[src/design/tree_lca_binary_lifting_defines.svh]
// Assertion macros shared by the lowest common ancestor engine.
`ifndef TREE_LCA_BINARY_LIFTING_DEFINES_SVH
`define TREE_LCA_BINARY_LIFTING_DEFINES_SVH

// The consequent must hold in the same cycle as the antecedent.
`define TLCA_ASSERT_NOW(lbl, ante, cons, msg) \
    lbl: assert property (@(posedge clk) disable iff (!rst_n) (ante) |-> (cons)) \
        else $error(msg);

// The consequent must hold in the cycle after the antecedent.
`define TLCA_ASSERT_NEXT(lbl, ante, cons, msg) \
    lbl: assert property (@(posedge clk) disable iff (!rst_n) (ante) |=> (cons)) \
        else $error(msg);

`endif

[src/design/tlca_ram.sv]
`default_nettype none

module tlca_ram #(
    parameter int WIDTH = 8,
    parameter int DEPTH = 16
) (
    input  wire logic                     clk,
    input  wire logic                     we,
    input  wire logic [$clog2(DEPTH)-1:0] waddr,
    input  wire logic [WIDTH-1:0]         wdata,
    input  wire logic [$clog2(DEPTH)-1:0] raddr,
    output logic      [WIDTH-1:0]         rdata
);

    logic [WIDTH-1:0] mem [DEPTH];

    // One write port and one registered read port.
    always_ff @(posedge clk)
    begin
        if (we)
        begin
            mem[waddr] <= wdata;
        end
        rdata <= mem[raddr];
    end

endmodule

`default_nettype wire

[config.mk]
export PLATFORM = sky130hd
export DESIGN_NAME = tlca_ram
export DESIGN_NICKNAME = d
export VERILOG_FILES = /design/src/design/tree_lca_binary_lifting_defines.svh /design/src/design/tlca_ram.sv
export SDC_FILE = /design/constraint.sdc
export NUM_CORES = 1
export LEC_CHECK = 0
export BUFFER_PORTS_ARGS = -buffer_cell sky130_fd_sc_hd__buf_2
export CORE_UTILIZATION = 54
export DETAILED_ROUTE_END_ITERATION = 8
export PLACE_DENSITY = 0.76
export SKIP_LAST_GASP = 1
export SLEW_MARGIN = 40
export SYNTH_ARGS = -nofsm -noshare
export SYNTH_HDL_FRONTEND = slang
export SYNTH_SLANG_ARGS = --single-unit
export TNS_END_PERCENT = 10
[constraint.sdc]
create_clock -name clk -period 3.4 [get_ports clk]
set_input_delay 0.34 -clock clk [delete_from_list [all_inputs] [get_ports clk]]
set_output_delay 0.34 -clock clk [all_outputs]
set_load 0.02 [all_outputs]
==> qor.txt, run 1 <==
IO buf count: 25
DRC errors left: 0
Layout Nets: 287
DRT Pass-1 Iters: 4
I/O pins: 26
Crit path cell chain: buf_2, buf_4, mux4_1, a22oi_1, nand2_1
Dpl ws: 1130 ps
Compound-gate portion of the synthesized area: 2.33%
DR vias/cell: 5.91
Leak: 1.97 nW
Post-Syn Area per Cell: 22.5 um2
Layout cells sized above 1: 31.6%
Vias in the first global route: 2461
Status: finished clean
Clock transition at the registers of the reported paths: 60 ps
Final Wtd Congestion: 0.741
FMAX: 588 MHz
Placed cell count: 379
Root Buffer: clkbuf_8
Dpl hpwl: 5780 um
Remaining Overflow, GRT: 0
Floorplan Core Area: 9240 um2
Worst Tran Pin Value: 860 ps
Area Overhead vs Synth: 15.8%
CTS tree: done
XOR/XNOR Fraction of Synth Area: 0%
Fin crit share: 50.0%
Num rows: 35
Cts bufs inserted: 17
Commonest non-fill, non-tap cell in the layout: edfxtp_1
Post-CTS Hold Buffers: 0
Hold_sp: wdata[5]
Synth cell types: 19
Relative max-transition margin: 42.5%
Syn Inst Count: 229
Hold Path End: mem[0][5]$_DFFE_PP_
Power Dens Cells: 626 nW/um2
Hold path depth: 1
Post-route ant nets: 0
Largest family of logic cells by synthesized area: multiplexers
Total Wirelength: 9560 um
Final Hold Fails: 0
Filler Cells Inserted: 608
RSZ-0062 raised after global routing: false
Critical path data required time: 3810 ps
Reg-to-reg endpoint: rdata[4]$_DFF_P_
Die Wd: 99.6 um
Die Area: 9930 um2
Crit-path slowest cell: mux4_1
Reg2reg path depth: 3
Mapped Nets: 247
Final core utilization: 64.5%
Critical path peak fanout: 19
Setup crit end kind: register
Flops & latches, synth: 136
Met3 usage: 5.41%
CTS sink count: 136
Pins Over Slew Limit: 0
Hold WS: 209 ps
H-tree depth: 4
Post-Layout Inst Area: 5960 um2
Number of non-filler instances in the completed layout: 411
Largest net degree at the start of global routing: 33
Synth Warn #: 0
Mapped cell area: 5150 um2
Busiest metal layer after global routing: met2
Startpoint Class: primary input
Met1 Track Usage GR: 29.3%
ANT cells: 0
Overall die height: 99.6 um
Global-route wire length before repair: 14400 um
Fin Setup TNS: 0 ps
R2r setup slk: 2050 ps
Seq/Total Area, Yosys: 77.8%
Starting Density: 55.7%
HP Class: primary input to register
GR Util met2: 32.6%
Final Power: 3.73 mW
Clk buf depth: 2
WP data arrival: 2100 ps
Maxcap violations: 0
CP max stage delay: 590 ps
Simple-gate area share of the yosys netlist: 3.18%
Placed Area: 5400 um2
Class of the most critical setup path: primary input to register
WL per Instance: 23.3 um
Final worst slack: 1700 ps
Multiplexer share of the synthesized area: 15.0%
VDD IR max: 279 uV
R2R Path Start: mem[0][4]$_DFFE_PP_
Initial antenna violation count: 0
CTS resizes: 0
Later-pin clock latency in the skew report: 520 ps
Via count: 2430
Iter 0 DRT Violations: 176
Post-route minimum period: 1700 ps
Commonest non-fill, non-tap cells in the layout: 128 x edfxtp_1, 25 x buf_2, 18 x mux4_2
Post-synthesis adder-cell area fraction: 0%
Tot GR Track Use: 21.5%
Setup Fix Bufs, Post-CTS: 0
Final setup violation count: 0
Worst Skew: 8.72 ps
## synth_stat cells (all sizes together)
library cell / n / area (um2)
a22oi: 16 / 120
and2: 1 / 6.26
and2b: 1 / 7.51
buf: 7 / 56.3
clkdlybuf4s25: 3 / 30.0
dfxtp: 8 / 160
edfxtp: 128 / 3840
mux4: 32 / 773
nand2: 9 / 33.8
nand2b: 2 / 12.5
nand3: 1 / 5.00
nand3b: 2 / 15.0
nor2: 13 / 48.8
nor2b: 1 / 6.26
nor3: 4 / 20.0
or3b: 1 / 8.76
## registers in the layout, indices dropped and copies added, names as in the netlist
register  flops
mem         128
rdata         8
## worst max-delay path: cells and delay by family
family / cells / cell delay (ps)
buffers and inverters: 2 / 860
multiplexers: 1 / 590
AO/OA/AOI/OAI: 1 / 230
AND/OR/NAND/NOR: 1 / 80
## final cells by class
class | instances | area (um2) | share of cell area, %
repair buffers | 31 | 170 | 2.86
clock buffers | 18 | 418 | 7.01
clock inverters | 14 | 129 | 2.16
multi-input cells | 83 | 1080 | 18.1
flip-flops and latches | 136 | 4000 | 67.2
well taps | 129 | 161 | 2.71
## cell families (layout without fill, tap and decap cells)
group                  count (synthesis)  in the layout
DFF                                  136            136
muxes                                 32             32
and+or+nand+nor                       35             35
AOI/OAI and AO/OA                     16             16
buffers and inverters                 10             63
## where the power goes
part	internal [mW]	leakage (nW)	switching (mW)
registers	1.87	1.22	0.0123
logic	0.0694	0.500	0.106
clock network	0.970	0.249	0.696
total	2.91	1.97	0.815
## layer usage
metal | wire, um | vias to the layer above
li1 | - | 1055
met1 | 4080 | 1264
met2 | 4710 | 94
met3 | 559 | 17
met4 | 212 | 0
met5 | 0 | -
## how the worst max path moves through the flow
stage             start             endpoint  slack, ps  cells after the start
4_1_cts        raddr[0]     rdata[1]$_DFF_P_       1680                      5
3_3_place_gp   raddr[0]     rdata[1]$_DFF_P_       1190                      5
3_5_place_dp   raddr[0]     rdata[1]$_DFF_P_       1130                      5
6_report       raddr[0]     rdata[1]$_DFF_P_       1700                      5
2_1_floorplan  waddr[2]  mem[0][0]$_DFFE_PP_       1570                      2
5_1_grt        raddr[0]     rdata[1]$_DFF_P_       1610                      5
(Power assumes the default switching activity.)
==> run 2, diff against run 1 <==
--- a/config.mk
+++ b/config.mk
@@ -5,10 +5,11 @@
 export SDC_FILE = /design/constraint.sdc
 export NUM_CORES = 1
 export LEC_CHECK = 0
+export ABC_AREA = 1
 export BUFFER_PORTS_ARGS = -buffer_cell sky130_fd_sc_hd__buf_2
 export CORE_UTILIZATION = 54
 export DETAILED_ROUTE_END_ITERATION = 8
-export PLACE_DENSITY = 0.76
+export PLACE_DENSITY = 0.78
 export SKIP_LAST_GASP = 1
 export SLEW_MARGIN = 40
 export SYNTH_ARGS = -nofsm -noshare
==> constraint.sdc (replaced) <==
create_clock -name clk -period 1.4 [get_ports clk]
set_input_delay 0.14 -clock clk [delete_from_list [all_inputs] [get_ports clk]]
set_output_delay 0.14 -clock clk [all_outputs]
set_load 0.02 [all_outputs]
==> qor.txt, run 2 <==
R2r setup slk: 360 ps
Relative max-transition margin: 75.2%
Largest cells by area after synthesis: edfxtp_1 67%, nand2_1 11%, nand3_1 8.4%
Top-area cell type share of the netlist area: 66.7%
Post-route ant nets: 0
Top cell family by delay on the critical path: flip-flops
Top Registers: mem (128), rdata (8)
Crit-path slowest cell: dfxtp_1
Remaining Overflow, GRT: 0
Mapped cell area: 5770 um2
Mapped Nets: 569
CTS sink count: 136
Setup crit end kind: output port
Synth cell types: 12
CP Buf/Inv Count: 1
Fin crit share: 87.0%
Via count: 3947
Flops & latches, synth: 136
Largest net degree at the start of global routing: 65
ANT cells: 0
Overall die height: 105 um
Top reg by flops: mem
Crit path cell chain: buf_2
Setup Fix Bufs, Post-CTS: 0
Power Dens Cells: 1340 nW/um2
Tot GR Track Use: 25.4%
Starting Density: 55.9%
Startpoint Class: register
Later-pin clock latency in the skew report: 520 ps
Synth top cells by count: 173 x nand2_1, 128 x edfxtp_1, 100 x inv_1
Initial antenna violation count: 0
HP Class: primary input to register
Post-route minimum period: 1220 ps
Commonest non-fill, non-tap cells in the layout: 173 x nand2_1, 128 x edfxtp_1, 100 x inv_1
Dpl hpwl: 8000 um
Post-synth top flop: edfxtp_1
CP endpoint: rdata[1]
Layout Nets: 614
Total Wirelength: 12900 um
CP max stage delay: 380 ps
Layout cells sized above 1: 12.7%
Final Wtd Congestion: 0.905
Global-route wire length before repair: 20300 um
Cts bufs inserted: 17
WP data arrival: 1080 ps
Post-synth top area cell: edfxtp_1
Reg2reg path depth: 6
Most frequent cell after synthesis: nand2_1
Worst Skew: 6.99 ps
RSZ-0062 raised after global routing: false
Class of the most critical setup path: register to output port
R2R Path Start: mem[1][5]$_DFFE_PP_
Met1 Wirelength: 5150 um
Syn Inst Count: 551
Pins Over Slew Limit: 0
H-tree depth: 4
IO buf count: 25
CTS tree: done
Post-Syn Area per Cell: 10.5 um2
Root Buffer: clkbuf_8
Status: finished clean
Reg-to-reg endpoint: rdata[5]$_DFF_P_
Critical path peak fanout: 1
Synth Warn #: 0
Final Power: 8.90 mW
Die Wd: 105 um
I/O pins: 26
Die Area: 11100 um2
Vias in the first global route: 3880
VDD IR max: 793 uV
Highest routing layer actually used: met4
Area Overhead vs Synth: 14.8%
Largest register FFs: 128
DRC errors left: 0
Worst Tran Pin Value: 372 ps
Seq/Total Area, Yosys: 69.4%
Filler Cells Inserted: 793
Ys async rst share: 0%
Clk buf depth: 2
WL per Instance: 17.3 um
DRT Pass-1 Iters: 6
Stages on the worst setup path: 1
Floorplan Core Area: 10300 um2
Leak: 2.90 nW
Commonest non-fill, non-tap cell in the layout: nand2_1
Met2 wire len: 6390 um
Maxcap violations: 0
Final setup violation count: 0
Final core utilization: 64.1%
CP Launch Point: rdata[1]$_DFF_P_
Clock transition at the registers of the reported paths: 60 ps
Num rows: 37
Iter 0 DRT Violations: 333
Critical path data required time: 1260 ps
DR vias/cell: 5.31
Post-synth EDFFs: 128
Met3 WL: 848 um
Hold WS: 23.9 ps
Final Hold Fails: 0
Fin Setup TNS: 0 ps
FMAX: 821 MHz
[run 2: cell families after synthesis]
logic type | synth area share [%]
buffers and inverters | 9.52
flip-flops | 69.4
AND/OR/NAND/NOR | 21.0
[run 2: area by class of cell]
type	count	area [um2]	area share (%)
repair buffers	50	365	5.52
well taps	136	170	2.57
clock inverters	10	57.6	0.869
multi-input cells	289	1210	18.3
clock buffers	21	429	6.48
flip-flops and latches	136	4000	60.5
inverters	102	383	5.78
[run 2: tightest hold or removal path: stages]
cell and delay (ps):
buf_2 170, nand3_1 100, nand3_1 60, nand2_1 50
[run 2: worst min-delay path by stage]
stage | start | endpoint | slack [ps] | cells past startpoint
2_1_floorplan | wdata[0] | mem[0][0]$_DFFE_PP_ | 240 | 0
6_report | raddr[2] | rdata[2]$_DFF_P_ | 20 | 4
3_5_place_dp | raddr[3] | rdata[6]$_DFF_P_ | 500 | 3
3_3_place_gp | raddr[3] | rdata[6]$_DFF_P_ | 490 | 3
5_1_grt | wdata[0] | mem[7][0]$_DFFE_PP_ | 30 | 1
4_1_cts | raddr[2] | rdata[2]$_DFF_P_ | 8 | 4
[run 2: metrics by stage]
step / setup WS (ps) / std cells / area (um2)
after floorplan: 309 / 551 / 5770
after global placement: 182 / 712 / 6130
final: 181 / 744 / 6620
after global routing: 148 / 744 / 6620
after CTS: 149 / 744 / 6620
after detailed placement: 173 / 712 / 6130
[run 2: timing repair]
| action | 4_1_cts | 5_1_grt |
|---|---|---|
| hold endpoints to repair | 5 | 0 |
| hold buffers | 1 | 0 |
| gates resized for setup | 0 | 0 |
[run 2: per-layer routing]
metal | global-route usage [%] | up-vias
met3 | 6.43 | 44
met1 | 31.5 | 1862
met5 | 0 | -
li1 | - | 1861
met4 | 14.8 | 0
met2 | 40.5 | 180
[run 2: power breakdown]
part | internal, mW | switching [mW] | total [mW]
Sequential | 4.55 | 0.0354 | 4.59
Combinational | 0.181 | 0.420 | 0.601
Clock | 2.14 | 1.58 | 3.71
Total | 6.87 | 2.03 | 8.90
==> run 3, diff against run 2 <==
--- a/config.mk
+++ b/config.mk
@@ -9,7 +9,7 @@
 export BUFFER_PORTS_ARGS = -buffer_cell sky130_fd_sc_hd__buf_2
 export CORE_UTILIZATION = 54
 export DETAILED_ROUTE_END_ITERATION = 8
-export PLACE_DENSITY = 0.78
+export PLACE_DENSITY = 0.79
 export SKIP_LAST_GASP = 1
 export SLEW_MARGIN = 40
 export SYNTH_ARGS = -nofsm -noshare
==> qor.txt, run 3 (synthesized netlist as in run 2, its figures left out) <==
Area Overhead vs Synth: 16.7%
Post-route minimum period: 1210 ps
FMAX: 823 MHz
CTS sink count: 136
Setup Fix Bufs, Post-CTS: 0
Sequential share of power: 48.2%
Commonest non-fill, non-tap cell in the layout: nand2_1
Worst Skew: 7.72 ps
Setup crit end kind: output port
Pins Over Slew Limit: 0
R2r setup slk: 330 ps
Cts bufs inserted: 17
DRC errors left: 0
Hold_sp: wdata[0]
Via count: 3850
Vias in the first global route: 3742
Number of non-filler instances in the completed layout: 747
Status: finished clean
Comb pwr share: 6.4%
Final Wtd Congestion: 0.838
Hold path depth: 1
Remaining Overflow, GRT: 0
Crit-path slowest cell: dfxtp_1
Die Area: 11100 um2
Clock Power Share: 45.4%
Final setup violation count: 0
Post-CTS Hold Buffers: 2
Power Dens Cells: 1410 nW/um2
Clock transition at the registers of the reported paths: 60 ps
Largest net degree at the start of global routing: 65
Die Wd: 105 um
Reg2reg path depth: 6
Startpoint Class: register
Post-route ant nets: 0
Reg-to-reg endpoint: rdata[3]$_DFF_P_
Initial antenna violation count: 0
Num rows: 37
Maxcap violations: 0
Overall die height: 105 um
I/O pins: 26
H-tree depth: 4
Psw: 2.07 mW
Final Hold Fails: 0
Total Wirelength: 12900 um
RSZ-0062 raised after global routing: false
Relative max-transition margin: 73.4%
Layout cells sized above 1: 13.6%
VDD IR max: 871 uV
Class of the most critical setup path: register to output port
CP max stage delay: 370 ps
Crit path cell chain: buf_2
Int Power: 7.43 mW
CTS resizes: 0
Worst Tran Pin Value: 400 ps
DR vias/cell: 5.15
CTS tree: done
Fin crit share: 86.8%
Root Buffer: clkbuf_8
R2R Path Start: mem[3][3]$_DFFE_PP_
Floorplan Core Area: 10300 um2
HP Class: primary input to register
Dpl hpwl: 7850 um
Later-pin clock latency in the skew report: 520 ps
Critical path data required time: 1260 ps
Top cell family by delay on the critical path: flip-flops
Clk buf depth: 2
Starting Density: 55.9%
Global-route wire length before repair: 19900 um
Top Registers: mem (128), rdata (8)
Leak: 2.96 nW
Fin Setup TNS: 0 ps
ANT cells: 0
IO buf count: 25
WL per Instance: 17.2 um
WP data arrival: 1070 ps
Top reg by flops: mem
Critical path peak fanout: 1
Tot GR Track Use: 24.9%
Layout Nets: 616
Sw frac: 21.8%
Final Power: 9.50 mW
Commonest non-fill, non-tap cells in the layout: 173 x nand2_1, 128 x edfxtp_1, 100 x inv_1
DRT Pass-1 Iters: 4
Placed Area: 6130 um2
Largest register FFs: 128
Hold Path End: mem[12][0]$_DFFE_PP_
Iter 0 DRT Violations: 241
Placed cell count: 713
Post-Layout Inst Area: 6730 um2
CP Buf/Inv Count: 1
Hold WS: 26.7 ps
## run 3: area by class of cell
type	count	area, um2
Clock inverter	14	158
Timing Repair Buffer	52	383
Tap cell	136	170
Fill cell	797	3590
Sequential cell	136	4000
Clock buffer	18	418
Inverter	102	383
Multi-Input combinational cell	289	1210
## run 3: how the worst max path moves through the flow
stage | from | to | slack, ps | cells past startpoint
3_3_place_gp | raddr[0] | rdata[3]$_DFF_P_ | 200 | 7
5_1_grt | rdata[2]$_DFF_P_ | rdata[2] | 150 | 1
4_1_cts | rdata[2]$_DFF_P_ | rdata[2] | 150 | 1
3_5_place_dp | raddr[0] | rdata[7]$_DFF_P_ | 180 | 7
2_1_floorplan | waddr[2] | mem[10][0]$_DFFE_PP_ | 310 | 2
6_report | rdata[2]$_DFF_P_ | rdata[2] | 190 | 1
## run 3: through the flow
| stage | utilization [%] | setup slack (ps) |
|---|---|---|
| after CTS | 65.2 | 153 |
| after floorplan | - | 309 |
| after global routing | 65.2 | 149 |
| after detailed placement | 59.4 | 181 |
| final | 65.2 | 185 |
| after global placement | 59.4 | 199 |
## run 3: power groups by stage
stage	logic, mW	registers, mW	clock network (mW)
after floorplan	0.321	4.69	0
after global placement	0.583	4.66	0
after detailed placement	0.599	4.67	0
after CTS	0.608	4.58	4.37
after global routing	0.666	4.59	4.53
final	0.607	4.58	4.31
## run 3: per-layer routing
metal / up-vias / part of all wire, % / global-route usage, % / wire (um)
li1: 1867 / - / - / -
met3: 33 / 5.9 / 6.06 / 759
met4: 0 / 3.2 / 13.1 / 410
met2: 141 / 50 / 39.7 / 6380
met5: - / 0 / 0 / 0
met1: 1809 / 41 / 31.7 / 5330
